$ cat src/rtc_raw_to_calendar_timestamp_assert.svh
// assertion macros used by the top rtc module
`ifndef RTC_RAW_TO_CALENDAR_TIMESTAMP_ASSERT_SVH
`define RTC_RAW_TO_CALENDAR_TIMESTAMP_ASSERT_SVH

// same-cycle implication
`define RTC_ASSERT_NOW(label, clk, dis, ante, cons) \
    label: assert property (@(posedge clk) disable iff (dis) (ante) |-> (cons)) \
        else $error("rtc assertion failed");

// next-cycle implication
`define RTC_ASSERT_NEXT(label, clk, dis, ante, cons) \
    label: assert property (@(posedge clk) disable iff (dis) (ante) |=> (cons)) \
        else $error("rtc assertion failed");

`endif

$ cat src/rtc_pkg.sv
package rtc_pkg;

    // configuration register indexes
    localparam logic CFG_BCD_MODE    = 1'b0;
    localparam logic CFG_TWELVE_HOUR = 1'b1;

    localparam int YDAYS_W = 17;
    localparam int MDAYS_W = 9;
    localparam int DAYS_W  = 17;
    localparam int TOD_W   = 20;

    localparam logic [11:0] YEAR_1900 = 12'd1900;
    localparam logic [11:0] YEAR_2000 = 12'd2000;
    localparam logic [11:0] YEAR_2100 = 12'd2100;
    localparam logic [11:0] YEAR_2200 = 12'd2200;
    localparam logic [11:0] YEAR_2300 = 12'd2300;
    localparam logic [11:0] YEAR_MIN  = 12'd1900;
    localparam logic [11:0] YEAR_MAX  = 12'd2355;
    localparam logic [7:0]  WINDOW_YR = 8'd70;

    localparam logic [TOD_W-1:0] SECS_PER_HOUR = 20'd3600;
    localparam logic [TOD_W-1:0] SECS_PER_MIN  = 20'd60;
    localparam logic [31:0]      SECS_PER_DAY  = 32'd86400;
    localparam logic [YDAYS_W-1:0] DAYS_PER_YEAR = 17'd365;

    typedef struct packed {
        logic [7:0] raw_second;
        logic [7:0] raw_minute;
        logic [7:0] raw_hour;
        logic [7:0] raw_weekday;
        logic [7:0] raw_day;
        logic [7:0] raw_month;
        logic [7:0] raw_year;
        logic [7:0] raw_century;
    } t_in;

    typedef struct packed {
        logic [7:0]  second_out;
        logic [7:0]  minute_out;
        logic [7:0]  hour_out;
        logic [7:0]  weekday_out;
        logic [7:0]  day_out;
        logic [7:0]  month_out;
        logic [11:0] full_year;
        logic [31:0] seconds_since_2000;
    } t_out;

    typedef struct packed {
        logic [7:0] second;
        logic [7:0] minute;
        logic [7:0] hour;
        logic [7:0] weekday;
        logic [7:0] day;
        logic [7:0] month;
        logic [7:0] year;
        logic [7:0] century;
    } t_dec;

    typedef struct packed {
        logic [7:0]  second;
        logic [7:0]  minute;
        logic [7:0]  hour;
        logic [7:0]  weekday;
        logic [7:0]  day;
        logic [7:0]  month;
        logic [11:0] full_year;
    } t_fields;

    typedef struct packed {
        t_fields    f;
        logic [3:0] month_lim;
    } t_cal;

    typedef struct packed {
        t_fields              f;
        logic [YDAYS_W-1:0]   year_days;
        logic [MDAYS_W-1:0]   month_days;
        logic [TOD_W-1:0]     tod;
    } t_part;

    typedef struct packed {
        t_fields             f;
        logic [DAYS_W-1:0]   days;
        logic [TOD_W-1:0]    tod;
    } t_sum;

    typedef struct packed {
        t_fields            f;
        logic [31:0]        day_secs;
        logic [TOD_W-1:0]   tod;
    } t_prod;

    function automatic logic [7:0] bcd_decode(input logic [7:0] b, input logic bcd);
        logic [7:0] tens;
        tens = {4'd0, b[7:4]};
        return bcd ? 8'((tens << 3) + (tens << 1) + {4'd0, b[3:0]}) : b;
    endfunction

    // days in the months before the given one, non-leap year
    function automatic logic [MDAYS_W-1:0] month_start(input logic [3:0] m);
        logic [MDAYS_W-1:0] d;
        case (m)
            4'd2:    d = 9'd31;
            4'd3:    d = 9'd59;
            4'd4:    d = 9'd90;
            4'd5:    d = 9'd120;
            4'd6:    d = 9'd151;
            4'd7:    d = 9'd181;
            4'd8:    d = 9'd212;
            4'd9:    d = 9'd243;
            4'd10:   d = 9'd273;
            4'd11:   d = 9'd304;
            4'd12:   d = 9'd334;
            default: d = 9'd0;
        endcase
        return d;
    endfunction

endpackage

$ cat src/rtc_decode.sv
module rtc_decode (
    input  logic          i_clk,
    input  logic          i_rst_n,
    input  logic          i_bcd_mode,
    input  logic          i_twelve_hour,
    input  logic          i_valid,
    input  rtc_pkg::t_in  i_data,
    output logic          o_stall,
    output logic          o_valid,
    output rtc_pkg::t_dec o_data,
    input  logic          i_stall
);

    logic          r_valid;
    rtc_pkg::t_dec r_data;
    rtc_pkg::t_dec n_data;
    logic [7:0]    w_hraw;
    logic [7:0]    w_hdec;
    logic          w_pm;
    logic          w_load;

    assign o_stall = r_valid && i_stall;
    assign w_load  = i_valid && !o_stall;

    always_comb begin
        // pm flag is stripped before decode in 12-hour mode
        w_pm   = i_twelve_hour && i_data.raw_hour[7];
        w_hraw = i_twelve_hour ? {1'b0, i_data.raw_hour[6:0]} : i_data.raw_hour;
        w_hdec = rtc_pkg::bcd_decode(w_hraw, i_bcd_mode);

        n_data.second  = rtc_pkg::bcd_decode(i_data.raw_second, i_bcd_mode);
        n_data.minute  = rtc_pkg::bcd_decode(i_data.raw_minute, i_bcd_mode);
        n_data.weekday = rtc_pkg::bcd_decode(i_data.raw_weekday, i_bcd_mode);
        n_data.day     = rtc_pkg::bcd_decode(i_data.raw_day, i_bcd_mode);
        n_data.month   = rtc_pkg::bcd_decode(i_data.raw_month, i_bcd_mode);
        n_data.year    = rtc_pkg::bcd_decode(i_data.raw_year, i_bcd_mode);
        n_data.century = rtc_pkg::bcd_decode(i_data.raw_century, i_bcd_mode);
        n_data.hour    = w_hdec;
        if (i_twelve_hour) begin
            if (w_pm && w_hdec < 8'd12) begin
                n_data.hour = w_hdec + 8'd12;
            end else if (!w_pm && w_hdec == 8'd12) begin
                n_data.hour = 8'd0;
            end
        end
    end

    always_ff @(posedge i_clk) begin
        if (!i_rst_n) begin
            r_valid <= 1'b0;
        end else if (!o_stall) begin
            r_valid <= i_valid;
        end
        if (w_load) begin
            r_data <= n_data;
        end
    end

    assign o_valid = r_valid;
    assign o_data  = r_data;

endmodule

$ cat src/rtc_days.sv
module rtc_days (
    input  logic          i_clk,
    input  logic          i_rst_n,
    input  logic          i_valid,
    input  rtc_pkg::t_dec i_data,
    output logic          o_stall,
    output logic          o_valid,
    output rtc_pkg::t_sum o_data,
    input  logic          i_stall
);

    // stage a: year and month clamp
    logic           r_va;
    rtc_pkg::t_cal  r_a;
    rtc_pkg::t_cal  n_a;
    // stage b: year days, month days, time of day
    logic           r_vb;
    rtc_pkg::t_part r_b;
    rtc_pkg::t_part n_b;
    // stage c: total day count
    logic           r_vc;
    rtc_pkg::t_sum  r_c;
    rtc_pkg::t_sum  n_c;

    logic w_stall_a;
    logic w_stall_b;
    logic w_stall_c;

    logic [11:0] w_base;
    logic [8:0]  w_nyears;
    logic [9:0]  w_nplus;
    logic [1:0]  w_cent;
    logic        w_leap;

    assign w_stall_c = r_vc && i_stall;
    assign w_stall_b = r_vb && w_stall_c;
    assign w_stall_a = r_va && w_stall_b;
    assign o_stall   = w_stall_a;

    always_comb begin
        n_a.f.second  = i_data.second;
        n_a.f.minute  = i_data.minute;
        n_a.f.hour    = i_data.hour;
        n_a.f.weekday = i_data.weekday;
        n_a.f.day     = i_data.day;
        n_a.f.month   = i_data.month;
        case (i_data.century)
            8'd19:   w_base = rtc_pkg::YEAR_1900;
            8'd20:   w_base = rtc_pkg::YEAR_2000;
            8'd21:   w_base = rtc_pkg::YEAR_2100;
            default: w_base = (i_data.year >= rtc_pkg::WINDOW_YR) ? rtc_pkg::YEAR_1900
                                                                  : rtc_pkg::YEAR_2000;
        endcase
        n_a.f.full_year = w_base + {4'd0, i_data.year};
        n_a.month_lim   = (i_data.month > 8'd12) ? 4'd12 : i_data.month[3:0];
    end

    always_comb begin
        n_b.f = r_a.f;
        // whole years from 2000, none before it
        w_nyears = (r_a.f.full_year > rtc_pkg::YEAR_2000)
                   ? 9'(r_a.f.full_year - rtc_pkg::YEAR_2000) : 9'd0;
        w_nplus  = {1'b0, w_nyears} + 10'd3;
        // century years 2100, 2200, 2300 are not leap
        w_cent   = 2'(w_nyears >= 9'd101) + 2'(w_nyears >= 9'd201) + 2'(w_nyears >= 9'd301);
        n_b.year_days = 17'(w_nyears) * rtc_pkg::DAYS_PER_YEAR
                      + 17'(w_nplus[9:2]) - 17'(w_cent);
        w_leap = (r_a.f.full_year[1:0] == 2'd0)
              && (r_a.f.full_year != rtc_pkg::YEAR_1900)
              && (r_a.f.full_year != rtc_pkg::YEAR_2100)
              && (r_a.f.full_year != rtc_pkg::YEAR_2200)
              && (r_a.f.full_year != rtc_pkg::YEAR_2300);
        n_b.month_days = rtc_pkg::month_start(r_a.month_lim)
                       + 9'(w_leap && (r_a.month_lim > 4'd2));
        n_b.tod = 20'(r_a.f.hour) * rtc_pkg::SECS_PER_HOUR
                + 20'(r_a.f.minute) * rtc_pkg::SECS_PER_MIN
                + 20'(r_a.f.second);
    end

    always_comb begin
        n_c.f    = r_b.f;
        n_c.tod  = r_b.tod;
        // day - 1 is folded into the final subtract
        n_c.days = r_b.year_days + 17'(r_b.month_days) + 17'(r_b.f.day);
    end

    always_ff @(posedge i_clk) begin
        if (!i_rst_n) begin
            r_va <= 1'b0;
            r_vb <= 1'b0;
            r_vc <= 1'b0;
        end else begin
            if (!w_stall_a) begin
                r_va <= i_valid;
            end
            if (!w_stall_b) begin
                r_vb <= r_va;
            end
            if (!w_stall_c) begin
                r_vc <= r_vb;
            end
        end
        if (!w_stall_a && i_valid) begin
            r_a <= n_a;
        end
        if (!w_stall_b && r_va) begin
            r_b <= n_b;
        end
        if (!w_stall_c && r_vb) begin
            r_c <= n_c;
        end
    end

    assign o_valid = r_vc;
    assign o_data  = r_c;

endmodule

$ cat src/rtc_stamp.sv
module rtc_stamp (
    input  logic          i_clk,
    input  logic          i_rst_n,
    input  logic          i_valid,
    input  rtc_pkg::t_sum i_data,
    output logic          o_stall,
    output logic          o_valid,
    output rtc_pkg::t_out o_data,
    input  logic          i_stall
);

    logic           r_vp;
    rtc_pkg::t_prod r_p;
    rtc_pkg::t_prod n_p;
    logic           r_vo;
    rtc_pkg::t_out  r_o;
    rtc_pkg::t_out  n_o;
    logic [33:0]    w_full;
    logic           w_stall_p;
    logic           w_stall_o;

    assign w_stall_o = r_vo && i_stall;
    assign w_stall_p = r_vp && w_stall_o;
    assign o_stall   = w_stall_p;

    always_comb begin
        w_full       = 34'(i_data.days) * 34'(rtc_pkg::SECS_PER_DAY);
        n_p.f        = i_data.f;
        n_p.tod      = i_data.tod;
        n_p.day_secs = w_full[31:0];
    end

    always_comb begin
        n_o.second_out  = r_p.f.second;
        n_o.minute_out  = r_p.f.minute;
        n_o.hour_out    = r_p.f.hour;
        n_o.weekday_out = r_p.f.weekday;
        n_o.day_out     = r_p.f.day;
        n_o.month_out   = r_p.f.month;
        n_o.full_year   = r_p.f.full_year;
        // subtract one day for the day-of-month offset, wraps mod 2^32
        n_o.seconds_since_2000 = r_p.day_secs - rtc_pkg::SECS_PER_DAY + 32'(r_p.tod);
    end

    always_ff @(posedge i_clk) begin
        if (!i_rst_n) begin
            r_vp <= 1'b0;
            r_vo <= 1'b0;
        end else begin
            if (!w_stall_p) begin
                r_vp <= i_valid;
            end
            if (!w_stall_o) begin
                r_vo <= r_vp;
            end
        end
        if (!w_stall_p && i_valid) begin
            r_p <= n_p;
        end
        if (!w_stall_o && r_vp) begin
            r_o <= n_o;
        end
    end

    assign o_valid = r_vo;
    assign o_data  = r_o;

endmodule

$ cat src/rtc_raw_to_calendar_timestamp.sv
// raw rtc register snapshot to calendar fields and seconds since 2000
// input channel: i_valid / i_data / o_stall, one snapshot of eight raw bytes
// per transfer. output channel: o_valid / o_data / i_stall, one result per
// snapshot, in order.
// config: i_cfg_we writes i_cfg_wdata into register i_cfg_idx
// (0 bcd mode, 1 twelve-hour mode); write only while the block is empty.
// pipeline: six register stages (decode, year, day and time partials, day
// sum, day multiply, final add and output register).
// throughput: one snapshot per cycle while o_stall is low;
// every stage holds its own valid bit.
// stall: i_stall holds the output register; the upstream stages keep
// filling their empty slots, and o_stall rises only once every stage
// holds a snapshot. nothing is dropped or repeated.
// reset: all valid bits clear, bcd mode goes to 1, twelve-hour mode to 0.
`include "rtc_raw_to_calendar_timestamp_assert.svh"

module rtc_raw_to_calendar_timestamp (
    input  logic          i_clk,
    input  logic          i_rst_n,
    input  logic          i_cfg_we,
    input  logic          i_cfg_idx,
    input  logic          i_cfg_wdata,
    input  logic          i_valid,
    input  rtc_pkg::t_in  i_data,
    output logic          o_stall,
    output logic          o_valid,
    output rtc_pkg::t_out o_data,
    input  logic          i_stall
);

    logic          r_bcd_mode;
    logic          r_twelve_hour;

    logic          w_dec_valid;
    rtc_pkg::t_dec w_dec_data;
    logic          w_dec_stall;
    logic          w_sum_valid;
    rtc_pkg::t_sum w_sum_data;
    logic          w_sum_stall;

    always_ff @(posedge i_clk) begin
        if (!i_rst_n) begin
            r_bcd_mode    <= 1'b1;
            r_twelve_hour <= 1'b0;
        end else if (i_cfg_we) begin
            unique case (i_cfg_idx)
                rtc_pkg::CFG_BCD_MODE:    r_bcd_mode    <= i_cfg_wdata;
                rtc_pkg::CFG_TWELVE_HOUR: r_twelve_hour <= i_cfg_wdata;
                default: ;
            endcase
        end
    end

    rtc_decode u_decode (
        .i_clk         (i_clk),
        .i_rst_n       (i_rst_n),
        .i_bcd_mode    (r_bcd_mode),
        .i_twelve_hour (r_twelve_hour),
        .i_valid       (i_valid),
        .i_data        (i_data),
        .o_stall       (o_stall),
        .o_valid       (w_dec_valid),
        .o_data        (w_dec_data),
        .i_stall       (w_dec_stall)
    );

    rtc_days u_days (
        .i_clk   (i_clk),
        .i_rst_n (i_rst_n),
        .i_valid (w_dec_valid),
        .i_data  (w_dec_data),
        .o_stall (w_dec_stall),
        .o_valid (w_sum_valid),
        .o_data  (w_sum_data),
        .i_stall (w_sum_stall)
    );

    rtc_stamp u_stamp (
        .i_clk   (i_clk),
        .i_rst_n (i_rst_n),
        .i_valid (w_sum_valid),
        .i_data  (w_sum_data),
        .o_stall (w_sum_stall),
        .o_valid (o_valid),
        .o_data  (o_data),
        .i_stall (i_stall)
    );

    // the input only backs up when the whole pipe is full and held
    `RTC_ASSERT_NOW(a_stall_needs_full, i_clk, !i_rst_n, o_stall, o_valid && i_stall && w_sum_valid && w_dec_valid)
    `RTC_ASSERT_NOW(a_year_range, i_clk, !i_rst_n, o_valid, (o_data.full_year >= rtc_pkg::YEAR_MIN) && (o_data.full_year <= rtc_pkg::YEAR_MAX))
    `RTC_ASSERT_NEXT(a_reset_empties, i_clk, 1'b0, !i_rst_n, !o_valid && !w_sum_valid && !w_dec_valid)

endmodule

$ cat config.mk
export PLATFORM = sky130hd
export DESIGN_NAME = rtc_raw_to_calendar_timestamp
export DESIGN_NICKNAME = d
export VERILOG_FILES = /design/src/rtc_pkg.sv /design/src/rtc_decode.sv /design/src/rtc_days.sv /design/src/rtc_stamp.sv /design/src/rtc_raw_to_calendar_timestamp.sv
export VERILOG_INCLUDE_DIRS = /design/src /design/src/src
export SDC_FILE = /design/constraint.sdc
export NUM_CORES = 1
export LEC_CHECK = 0
export BUFFER_PORTS_ARGS = -buffer_cell sky130_fd_sc_hd__buf_2
export CAP_MARGIN = 30
export CORE_MARGIN = 3
export CORE_UTILIZATION = 30
export CTS_BUF_LIST = sky130_fd_sc_hd__clkbuf_16
export DETAILED_ROUTE_END_ITERATION = 8
export GPL_TIMING_DRIVEN = 1
export SLEW_MARGIN = 20
export SYNTH_ARGS = -nofsm -noshare
export SYNTH_HDL_FRONTEND = slang
export SYNTH_SLANG_ARGS = --single-unit
$ cat constraint.sdc
create_clock -name i_clk -period 11.5 [get_ports i_clk]
set_clock_uncertainty 0.1 [all_clocks]
set_input_delay 2.3 -clock i_clk [delete_from_list [all_inputs] [get_ports i_clk]]
set_output_delay 2.3 -clock i_clk [all_outputs]
set_load 0.01 [all_outputs]
Yosys cells after proc, flatten, opt, wreduce, memory -nomap -nowiden. Memories as Yosys holds them, arrays and structs flattened. A register that Yosys moved wholly into a read port is not among the register bits. Index checks and enable logic that the tools add are counted.

Order comparisons: 8. $add $sub $neg: 31. Muxes and demuxes: 17. Equality and inequality tests: 8. Multiply operators: 4. Bitwise logic cells: 1. Reduce and logical (&&, ||, !) cells: 30.

Operators with widths (count): 8-bit two-way mux (13); 7-bit by 5-bit adder with 8-bit output (8); 8-bit by 4-bit adder with 8-bit output (8); 12-bit inequality test (second input constant) (3); 12-bit one-hot mux with 3 select lines (1); 17-bit by 8-bit adder with 17-bit output (2); 32-bit by 20-bit adder with 32-bit output (1); 32-bit by 17-bit subtractor with 32-bit output (second input constant) (1); 17-bit by 10-bit multiplier with 25-bit output (second input constant) (1); 8-bit by 5-bit == test with 1-bit output (second input constant) (3); 20-bit by 14-bit adder with 20-bit output (1); 20-bit by 8-bit adder with 20-bit output (1); 1-bit logical AND (20); 17-bit by 9-bit adder with 17-bit output (1); 9-bit by 9-bit multiplier with 17-bit output (second input constant) (1); 17-bit by 2-bit subtractor with 17-bit output (1); 8-bit by 8-bit multiplier with 16-bit output (second input constant) (1); 12-bit by 8-bit adder with 12-bit output (1); 12-bit by 11-bit greater-than comparator with 1-bit output (second input constant) (1); 8-bit by 4-bit multiplier with 12-bit output (second input constant) (1); 12-bit by 11-bit inequality test with 1-bit output (second input constant) (1); 9-bit by 2-bit adder with 10-bit output (second input constant) (1); 9-bit by 1-bit adder with 9-bit output (1); 9-bit by 7-bit greater-or-equal comparator with 1-bit output (second input constant) (1); 17 further kinds (25).

Memory bits (read-only): 144. Word-level logic and storage cells: 160. Memories: 1. Register bits after elaboration: 536.

Memories: (no name shown) (words 16, width 9, rd ports 1, clocked after Yosys merged registers in 1, wr ports 0, RTL line rtc_pkg.sv:102) `case (m)`.

Depth between registers and ports, before layout. Gate-level depths: netlist of the first run.

Depth after elaboration: 9. Gate-level depth with buffers: 28.

By module. A second synthesis of the first run with hierarchy kept.

Cells, all modules: 2109. Area, all modules: 29326.9 um^2.

Modules (own cells, without submodules): rtc_days (cells each 1057, seq. area each 8137.8 um^2, area each 14691.6 um^2, times used 1); rtc_stamp (cells each 736, seq. area each 5955.7 um^2, area each 10301.1 um^2, times used 1); rtc_decode (cells each 306, seq. area each 1941.9 um^2, area each 4242.8 um^2, times used 1); rtc_raw_to_calendar_timestamp (cells each 10, seq. area each 40.0 um^2, area each 91.3 um^2, times used 1).

Worst setup path after synthesis of the first run. No wires, ideal clock.

Kind: input to register. Start: input i_stall. End: register u_stamp.r_o (netlist bit u_stamp.o_data[0]), enable pin. Stages: 1. Data arrival time: 8831 ps. Library setup time: 675 ps. Slack: 1894 ps. Buffers on the path: 0. Required time: 10725 ps. Path through: a21boi_0.

Word-level cells in the longest chain between the ends: 3.

RTL lines: from (decl) (RTL line rtc_raw_to_calendar_timestamp.sv:28) `input logic i_stall`; 1-bit logical AND (RTL line rtc_stamp.sv:22) `assign w_stall_o = r_vo && i_stall;`; 1-bit zero test; 1-bit logical AND (RTL line rtc_stamp.sv:60) `if (!w_stall_o && r_vp) begin`; to (signal assigned) (RTL line rtc_stamp.sv:61) `r_o <= n_o;`; to (decl) (RTL line rtc_stamp.sv:16) `rtc_pkg::t_out r_o;`.

Every way passes these cells. A chain may end at the register's enable or synchronous reset.

==> qor.csv, run 1 <==
stage,metric,value,unit
synthesis,Cells after Synth,2117,
timing,post-route setup TNS,0,ps
global_routing,first-pass GRT wire length,86.7,mm
synthesis,"FF+latch count, synth",537,
global_routing,Total Routing Usage GR,0.106,
job,max_cap viols,0,
synthesis,Synth Warn #,0,
floorplan,core box area,0.0956,mm^2
routing,Vias/cell,4.30,
floorplan,DIE AREA,0.101,mm^2
floorplan,initial core utilization,0.305,
clocking,clock root cell,clkbuf_16,
synthesis,Mapped Nets,2645,
synthesis,register area share after synthesis,0.548,
synthesis,"Async S/R FF share, synth",0,
clocking,CTS Hold Bufs,0,
critical_path,type of destination of the critical path,register,
timing,Max Freq,146,MHz
clocking,post-CTS setup buffers,0,
synthesis,mean post-synth cell area,13.8,um^2
routing,Final ANT Viol Nets,0,
timing,setup ws final,4670,ps
critical_path,critical path launch point type,register,
place,Place WS,4750,ps
timing,hold_ws,291,ps
global_routing,antenna violations before repair,8,
clocking,TritonCTS buffer count,58,
critical_path,RR Startpoint,u_days.n_b[50],
place,RePlAce Congestion,0.823,
worst_hold_path,Cells on Worst Hold Path,0,
routing,First DRT Iteration DRCs,712,
synthesis,Unique masters post-synth,73,
timing,Fin. Hold Viols,0,
timing,Final min period,6830,ps
status,outcome,finished clean,
critical_path,WP data arrival,7090,ps
timing,RSZ-0062 raised after global routing,no,
cells_and_area,layout cells sized above 1,0.139,
clocking,CTS tree,built,
critical_path,"Max FO, Critical Path",12,
critical_path,worst reg-to-reg path cell count,24,
power_and_ir_drop,total power,7.52,mW
global_routing,largest net degree at the start of global routing,67,
place,I/O Buffers,164,
floorplan,io pins,165,
clocking,htree depth,2,
routing,drt pass-1 iters,6,
critical_path,Crit path required time,11760,ps
critical_path,Crit Path Class,reg2reg,
routing,WL per Instance,14.6,um
clocking,clk sinks,537,
floorplan,num rows,113,
timing,Max-Slew Margin vs Limit,0.387,
worst_hold_path,worst hold path class,reg2reg,
synthesis,Synth Flop Type,edfxtp_1,
floorplan,DIE HEIGHT,318,um
power_and_ir_drop,leakage power,13.9,nW
global_routing,total gr overflow,0,
cells_and_area,nets,2862,
timing,Final setup violation count,0,
synthesis,Post-synth EDFFs,520,
routing,routed vias,15700,
clocking,worst skew pair latency,630,ps
timing,final period utilization,0.594,
power_and_ir_drop,pwr/cell area,224,mW/mm^2
synthesis,mapped cell area,0.0291,mm^2
critical_path,Reg2Reg Setup Slack,4670,ps
timing,Final Max Tran Viols,0,
cells_and_area,area grow syn2layout,15.2,%
critical_path,RR Endpoint,u_days.r_b[44],
worst_hold_path,worst hold start,u_days.n_c[6],
routing,Routed Wire Length,53.4,mm
routing,DRC viols,0,
place,DP HPWL,40.2,mm
floorplan,die width,318,um
timing,worst-margin pin slew,920,ps
clocking,clock-pin slew on the worst setup and hold paths,60,ps
cells_and_area,Fill cells,9396,
worst_hold_path,WHS Endpoint,u_days.o_data[6],
global_routing,vias in the first global route,16000,
clocking,Post-CTS Resized,0,
power_and_ir_drop,worst vdd ir,0.140,mV
clocking,clk buf depth,3,
cell families (layout without fill, tap and decap cells):
logic type / Yosys count / count (layout) / synth area share
other cells: 0 / 5 / 0
xor+xnor: 142 / 142 / 0.0427
flops: 537 / 537 / 0.548
buf+inv: 348 / 610 / 0.0455
compound gates: 331 / 331 / 0.0743
simple gates: 258 / 258 / 0.0454
fa+ha+maj: 457 / 457 / 0.228
mux: 44 / 44 / 0.0168
worst max-delay path by stage:
| stage | start | end | slack, ps | cells past startpoint |
|---|---|---|---|---|
| floorplan | i_stall | u_stamp.o_data[0] | 1890 | 1 |
| global placement | u_days.n_b[50] | u_days.r_b[44] | 4800 | 22 |
| detailed placement | u_days.n_b[50] | u_days.r_b[44] | 4750 | 24 |
| CTS | u_days.n_b[50] | u_days.r_b[45] | 4730 | 24 |
| global route | u_days.n_b[50] | u_days.r_b[44] | 4180 | 24 |
| finish | u_days.n_b[50] | u_days.r_b[44] | 4670 | 24 |
registers in the layout, indices dropped and copies added (netlist names), 4 cells and up, named ones only:
signal,count
u_days.o_data,95
u_stamp.o_data,90
u_days.n_c,78
u_decode.o_data,64
u_days.n_b,60
u_stamp.n_o,60
u_stamp.r_p,43
u_days.r_b,26
u_days.r_a,4
synthesized netlist by cell type, drive strengths merged (6+ instances only):
master / count / share of area
edfxtp: 520 / 0.54
ha: 336 / 0.14
inv: 326 / 0.042
fa: 121 / 0.083
a21oi: 116 / 0.020
xnor2: 110 / 0.033
nor2: 63 / 0.0081
nand2: 60 / 0.0078
a21o: 59 / 0.015
o21ai: 53 / 0.0094
mux2: 38 / 0.015
xor2: 32 / 0.0096
nor2b: 24 / 0.0052
dfxtp: 17 / 0.012
o21a: 17 / 0.0044
nand3: 15 / 0.0026
nor3: 15 / 0.0026
and2: 13 / 0.0028
and3: 13 / 0.0028
a211oi: 12 / 0.0031
buf: 11 / 0.0021
clkbuf: 11 / 0.0014
nand2b: 11 / 0.0024
nand4: 11 / 0.0028
o31a: 9 / 0.0027
a2111oi: 8 / 0.0033
a31oi: 8 / 0.0017
o21bai: 8 / 0.0021
or2: 8 / 0.0017
mux2i: 6 / 0.0021
cells in the final DEF, fill, tap and decap left out, types with 12 or more instances in the layout:
master / Yosys / routed
nand2_1: 59 / 59
mux2_2: 38 / 38
dfxtp_1: 17 / 16
fa_1: 121 / 121
a21o_1: 59 / 59
edfxtp_1: 520 / 520
xnor2_1: 110 / 110
inv_1: 326 / 336
xor2_1: 32 / 32
a21oi_1: 114 / 114
and3_1: 13 / 13
nor2_1: 63 / 63
nor3_1: 15 / 15
o21ai_0: 45 / 45
a211oi_1: 12 / 12
nor2b_1: 24 / 20
nand3_1: 15 / 15
o21a_1: 17 / 17
buf_4: 2 / 12
ha_1: 336 / 336
clkbuf_16: 0 / 58
buf_2: 3 / 164
where the power goes:
group          switching, mW  total (mW)  internal [mW]  leakage (nW)
Clock                  0.772        1.83           1.06         0.967
Sequential            0.0727        2.57           2.50          4.93
Combinational           1.69        3.12           1.42          7.98
Total                   2.54        7.52           4.98          13.9
metrics by stage:
step	utilization	area, um^2	cells
after detailed placement	0.330	31600	3537
after global placement	0.330	31600	3536
final	0.351	33600	3649
after global routing	0.351	33500	3645
after floorplan	-	29100	2117
after CTS	0.350	33500	3642
cell type report:
| cell class | instances | area [um^2] | share of cell area |
|---|---|---|---|
| clock inverters | 47 | 459 | 0.0137 |
| well taps | 1265 | 1580 | 0.0472 |
| inverters | 326 | 1220 | 0.0365 |
| diodes | 5 | 12.5 | 0.000373 |
| repair buffers | 179 | 962 | 0.0287 |
| clock buffers | 58 | 1450 | 0.0433 |
| multi-input cells | 1232 | 11900 | 0.355 |
| flip-flops and latches | 537 | 16000 | 0.476 |
routing by layer:
| layer | up-vias | part of all wire | track usage |
|---|---|---|---|
| li1 | 7978 | - | - |
| met4 | 4 | 0.020 | 0.0261 |
| met1 | 7402 | 0.50 | 0.152 |
| met3 | 64 | 0.047 | 0.0231 |
| met5 | - | 0.00051 | 0 |
| met2 | 244 | 0.44 | 0.164 |
critical path, stage by stage, from the launching register on:
cell       delay, ps
edfxtp_1         580
inv_1            190
ha_1             260
nand2b_1         170
o21ai_2          280
and2_1           370
inv_1            150
ha_1             260
nor3_1           240
nand2_1          100
xnor2_1          230
fa_1             460
ha_1             290
inv_1             40
fa_1             470
inv_1             50
fa_1             480
ha_1             360
inv_1             80
o21ai_0          130
a2111oi_0        600
o31ai_1          200
nor4_1           210
nor3_1           110
xor2_1           140
Note: power is estimated with default switching activity, not from simulation.
==> inputs of run 2 (changes only) <==
==> constraint.sdc (replaced) <==
create_clock -name i_clk -period 6.42 [get_ports i_clk]
set_clock_uncertainty 0.1 [all_clocks]
set_input_delay 1.284 -clock i_clk [delete_from_list [all_inputs] [get_ports i_clk]]
set_output_delay 1.284 -clock i_clk [all_outputs]
set_load 0.01 [all_outputs]
==> qor.csv, run 2 (synthesis results as in run 1) <==
stage,metric,value,unit
critical_path,Crit Path Class,reg2reg,
critical_path,"Max FO, Critical Path",8,
critical_path,type of destination of the critical path,register,
global_routing,most used routing layer,met2,
routing,Final ANT Viol Nets,0,
global_routing,total gr overflow,0,
cells_and_area,area of the multi-input gates,0.0119,mm^2
cells_and_area,Fill cells,9395,
critical_path,cell repeated most along the worst path,ha_1,
timing,Final Max Tran Viols,0,
critical_path,RR Endpoint,u_days.r_b[45],
critical_path,WP data arrival,6330,ps
timing,Fin. Hold Viols,0,
cells_and_area,most flop-heavy register,u_days.o_data,
cells_and_area,Non-Filler Instances,3664,
critical_path,Slowest cell on crit path,fa_1,
power_and_ir_drop,total power,13.5,mW
clocking,htree depth,2,
power_and_ir_drop,Sw Share,0.347,
global_routing,M2 GR Usage,0.166,
worst_hold_path,worst hold start,u_days.o_data[91],
power_and_ir_drop,sw power,4.68,mW
clocking,clock-pin slew on the worst setup and hold paths,60,ps
worst_hold_path,worst hold path class,reg2reg,
floorplan,DIE AREA,0.101,mm^2
critical_path,Reg2Reg Setup Slack,350,ps
routing,First DRT Iteration DRCs,933,
routing,DRC viols,0,
cells_and_area,Largest register FFs,95,
critical_path,critical path launch point type,register,
job,max_cap viols,0,
routing,WL per Instance,14.7,um
clocking,worst skew pair latency,620,ps
timing,final period utilization,0.946,
cells_and_area,"commonest non-fill, non-tap cell in the layout",edfxtp_1,
timing,Max Freq,165,MHz
global_routing,met1 Use GR,0.154,
floorplan,DIE HEIGHT,318,um
timing,hold_ws,299,ps
timing,Final setup violation count,0,
critical_path,worst reg-to-reg path cell count,27,
floorplan,io pins,165,
clocking,TritonCTS buffer count,59,
global_routing,GR Layer Usage met3,0.0219,
global_routing,first-pass GRT wire length,87.7,mm
cells_and_area,most frequent cells in the layout,"520 x edfxtp_1, 336 x ha_1, 332 x inv_1",
power_and_ir_drop,pwr/cell area,402,mW/mm^2
timing,post-route setup TNS,0,ps
global_routing,largest net degree at the start of global routing,78,
clocking,CTS Hold Bufs,0,
critical_path,Crit path required time,6670,ps
timing,worst-margin pin slew,916,ps
place,I/O Buffers,164,
cells_and_area,layout cells sized above 1,0.148,
routing,Routed Wire Length,53.9,mm
critical_path,Max stage delay on crit path,470,ps
global_routing,antenna violations before repair,8,
cells_and_area,area grow syn2layout,15.4,%
routing,routed vias,15800,
power_and_ir_drop,Flop pwr share,0.340,
power_and_ir_drop,worst vdd ir,0.249,mV
routing,drt pass-1 iters,5,
cells_and_area,post-layout util,0.352,
place,RePlAce Congestion,0.819,
global_routing,Total Routing Usage GR,0.107,
worst_hold_path,WHS Endpoint,u_stamp.n_o[86],
global_routing,vias in the first global route,16200,
critical_path,RR Startpoint,u_days.n_b[51],
cells_and_area,Register Area,0.0160,mm^2
floorplan,initial core utilization,0.305,
floorplan,num rows,113,
timing,Final min period,6070,ps
cells_and_area,nets,2872,
clocking,clk buf depth,3,
place,placed insts,3544,
power_and_ir_drop,Clock power frac,0.234,
power_and_ir_drop,combinational share of power,0.425,
place,DP HPWL,40.7,mm
clocking,clk sinks,537,
routing,Vias/cell,4.32,
power_and_ir_drop,internal power,8.83,mW
floorplan,die width,318,um
timing,Max-Slew Margin vs Limit,0.388,
status,outcome,finished clean,
floorplan,core box area,0.0956,mm^2
worst_hold_path,Cells on Worst Hold Path,0,
clocking,CTS tree,built,
clocking,clock root cell,clkbuf_16,
power_and_ir_drop,leakage power,13.9,nW
-- run 2: cell count changes in the layout (fill, tap and decap cells not counted), moves of 3 or more --
cell,before,now
buf_4,12,21
inv_1,336,332
bufinv_16,6,1
clkinv_1,10,13
clkinvlp_4,2,8
-- run 2: worst max path at each step --
stage / startpoint / slack (ps) / end
6_report: u_days.n_b[51] / 350 / u_days.r_b[45]
5_1_grt: u_days.n_b[51] / -0.8 / u_days.r_b[45]
4_1_cts: u_days.n_b[51] / 150 / u_days.r_b[45]
3_5_place_dp: u_days.n_b[51] / 200 / u_days.r_b[45]
3_3_place_gp: u_days.n_b[51] / 300 / u_days.r_b[44]
2_1_floorplan: i_stall / 20 / u_days.o_data[0]
-- run 2: worst max-delay path, delay by kind of cell, from the launching register on --
family                   cells  cell delay (ps)
adder cells (fa/ha/maj)      9             2400
buffers and inverters        5              300
AND/OR/NAND/NOR              4              620
XOR/XNOR                     1              140
AO/OA/AOI/OAI                8             1810
flip-flops                   1              400
-- run 2: through the flow --
step           worst slack [ps]  area, um^2
6_report                    349       33600
3_5_place_dp                203       31600
2_1_floorplan              24.9       29100
5_1_grt                  -0.787       33600
4_1_cts                     153       33500
3_3_place_gp                301       31600
-- run 2: final cells by class --
class / instances / area share
clock inverter: 52 / 0.0119
inverter: 326 / 0.0364
tap: 1265 / 0.0471
clock buffer: 59 / 0.0439
antenna: 5 / 0.000372
timing repair buffer: 188 / 0.0304
multi-input combinational: 1232 / 0.355
sequential: 537 / 0.475
-- run 2: what timing repair did --
action | in CTS | in global routing
buffers inserted | 0 | 3
gates resized for setup | 0 | 12
setup endpoints to repair | 0 | 6
-- run 2: power by group through the flow --
stage	logic, mW	registers, mW	clock network (mW)
global placement	5.64	4.67	0
global route	6.67	4.63	3.43
finish	5.75	4.60	3.17
CTS	5.74	4.60	3.29
detailed placement	5.68	4.68	0
floorplan	4.56	4.63	0
-- run 2: routing by layer --
layer	wire, um	share of wire
met1	26500	0.49
met2	23700	0.44
met3	2460	0.046
met4	1140	0.021
met5	40	0.00074
==> inputs of run 3 (changes only) <==
--- a/config.mk
+++ b/config.mk
@@ -8,11 +8,14 @@
 export LEC_CHECK = 0
 export BUFFER_PORTS_ARGS = -buffer_cell sky130_fd_sc_hd__buf_2
 export CAP_MARGIN = 30
+export CELL_PAD_IN_SITES_DETAIL_PLACEMENT = 2
+export CELL_PAD_IN_SITES_GLOBAL_PLACEMENT = 2
 export CORE_MARGIN = 3
 export CORE_UTILIZATION = 30
 export CTS_BUF_LIST = sky130_fd_sc_hd__clkbuf_16
 export DETAILED_ROUTE_END_ITERATION = 8
 export GPL_TIMING_DRIVEN = 1
+export PLACE_DENSITY_LB_ADDON = 0.1
 export SLEW_MARGIN = 20
 export SYNTH_ARGS = -nofsm -noshare
 export SYNTH_HDL_FRONTEND = slang
==> qor.csv, run 3 (synthesis results as in run 1) <==
stage,metric,value,unit
clocking,CTS tree,built,
worst_hold_path,WHS Endpoint,u_days.n_c[65],
routing,routed vias,16700,
clocking,htree depth,3,
clocking,CTS Hold Bufs,0,
timing,Max Freq,166,MHz
cells_and_area,post-layout util,0.356,
job,max_cap viols,0,
power_and_ir_drop,Flop pwr share,0.321,
global_routing,vias in the first global route,19300,
global_routing,largest net degree at the start of global routing,78,
critical_path,worst reg-to-reg path cell count,23,
floorplan,initial core utilization,0.305,
critical_path,Crit Path Class,reg2reg,
critical_path,RR Startpoint,u_days.n_b[50],
place,RePlAce Congestion,0.759,
power_and_ir_drop,leakage power,14.1,nW
critical_path,critical path launch point type,register,
power_and_ir_drop,sw power,5.03,mW
power_and_ir_drop,Sw Share,0.350,
power_and_ir_drop,internal power,9.32,mW
cells_and_area,layout cells sized above 1,0.150,
floorplan,num rows,113,
clocking,worst skew pair latency,600,ps
cells_and_area,most flop-heavy register,u_days.o_data,
timing,RSZ-0062 raised after global routing,no,
floorplan,io pins,165,
clocking,clock root cell,clkbuf_16,
floorplan,die width,318,um
critical_path,RR Endpoint,u_days.r_b[44],
floorplan,DIE AREA,0.101,mm^2
clocking,clk sinks,537,
floorplan,core box area,0.0956,mm^2
place,I/O Buffers,164,
timing,Final min period,6020,ps
clocking,TritonCTS buffer count,66,
timing,Final setup violation count,0,
status,outcome,finished clean,
floorplan,DIE HEIGHT,318,um
timing,post-route setup TNS,0,ps
global_routing,total gr overflow,0,
critical_path,"Max FO, Critical Path",7,
global_routing,Total Routing Usage GR,0.136,
worst_hold_path,worst hold start,u_days.n_b[74],
cells_and_area,Largest register FFs,95,
timing,setup ws final,400,ps
routing,DRC viols,0,
cells_and_area,area grow syn2layout,17.0,%
power_and_ir_drop,total power,14.3,mW
routing,WL per Instance,18.2,um
routing,Vias/cell,4.52,
power_and_ir_drop,Clock power frac,0.257,
critical_path,Reg2Reg Setup Slack,400,ps
cells_and_area,nets,2888,
timing,Max-Slew Margin vs Limit,0.373,
place,Place WS,-27.3,ps
timing,Fin. Hold Viols,0,
timing,hold_ws,311,ps
critical_path,type of destination of the critical path,register,
cells_and_area,most frequent cells in the layout,"520 x edfxtp_1, 338 x inv_1, 336 x ha_1",
worst_hold_path,Cells on Worst Hold Path,0,
power_and_ir_drop,pwr/cell area,421,mW/mm^2
timing,final period utilization,0.938,
routing,Routed Wire Length,67.1,mm
cells_and_area,"commonest non-fill, non-tap cell in the layout",edfxtp_1,
power_and_ir_drop,combinational share of power,0.422,
clocking,clock-pin slew on the worst setup and hold paths,60,ps
clocking,clk buf depth,3,
global_routing,first-pass GRT wire length,109,mm
routing,First DRT Iteration DRCs,599,
critical_path,Crit path required time,6660,ps
worst_hold_path,worst hold path class,reg2reg,
timing,worst-margin pin slew,938,ps
routing,Final ANT Viol Nets,0,
place,DP HPWL,52.0,mm
global_routing,antenna violations before repair,11,
routing,drt pass-1 iters,4,
critical_path,WP data arrival,6260,ps
timing,Final Max Tran Viols,0,
power_and_ir_drop,worst vdd ir,0.182,mV
run 3: worst max-delay path by stage:
stage / slack [ps] / endpoint / startpoint / depth (start not counted)
floorplan: 20 / u_days.o_data[0] / i_stall / 2
global placement: 170 / u_days.r_b[44] / u_days.n_b[51] / 24
detailed placement: -30 / u_days.r_b[45] / u_days.n_b[51] / 23
CTS: 20 / u_days.r_b[45] / u_days.n_b[51] / 24
global route: 4 / u_days.r_b[44] / u_days.n_b[50] / 23
finish: 400 / u_days.r_b[44] / u_days.n_b[50] / 23
run 3: critical path, cell delays in order (launching register included):
cell and delay (ps):
edfxtp_1 360, inv_1 70, ha_1 210, nand2b_1 200, o21ai_4 240, and2_1 200
nand4_2 130, or4_1 480, xnor2_1 180, fa_1 490, inv_1 50, ha_1 300
fa_1 490, inv_1 60, fa_1 530, inv_1 50, ha_1 340, o21a_1 250
a2111oi_2 380, buf_4 170, o31ai_2 80, nor4_2 150, nor3_1 100, xor2_1 140
run 3: layout make-up:
type                            count  area [um^2]
Fill cell                        9840        61500
Multi-Input combinational cell   1232        11900
Inverter                          326         1220
Timing Repair Buffer              197         1180
Sequential cell                   537        16000
Clock buffer                       67         1680
Tap cell                         1265         1580
Antenna cell                        5         12.5
Clock inverter                     54          490
run 3: stage by stage:
| step | instance area, um^2 | cells |
|---|---|---|
| 2_1_floorplan | 29100 | 2117 |
| 3_3_place_gp | 31700 | 3548 |
| 3_5_place_dp | 31800 | 3552 |
| 4_1_cts | 33900 | 3673 |
| 5_1_grt | 34100 | 3682 |
| 6_report | 34100 | 3683 |
run 3: repair_timing:
item,CTS,global route
gates resized for setup,2,11
endpoints found under the setup margin,3,6
pin swaps,0,1
setup buffers,0,3
run 3: power groups by stage:
stage	Clock (mW)	Sequential (mW)	Combinational (mW)
after floorplan	0	4.63	4.56
after global placement	0	4.67	5.90
after detailed placement	0	4.68	6.07
after CTS	3.85	4.61	6.13
after global routing	3.98	4.63	7.05
final	3.69	4.60	6.06
run 3: layer usage:
layer | wire length, um | track usage | up-vias
li1 | - | - | 8028
met2 | 33700 | 0.241 | 229
met1 | 29200 | 0.167 | 8309
met3 | 2940 | 0.0268 | 78
met4 | 1260 | 0.0368 | 6
met5 | 41 | 0 | -
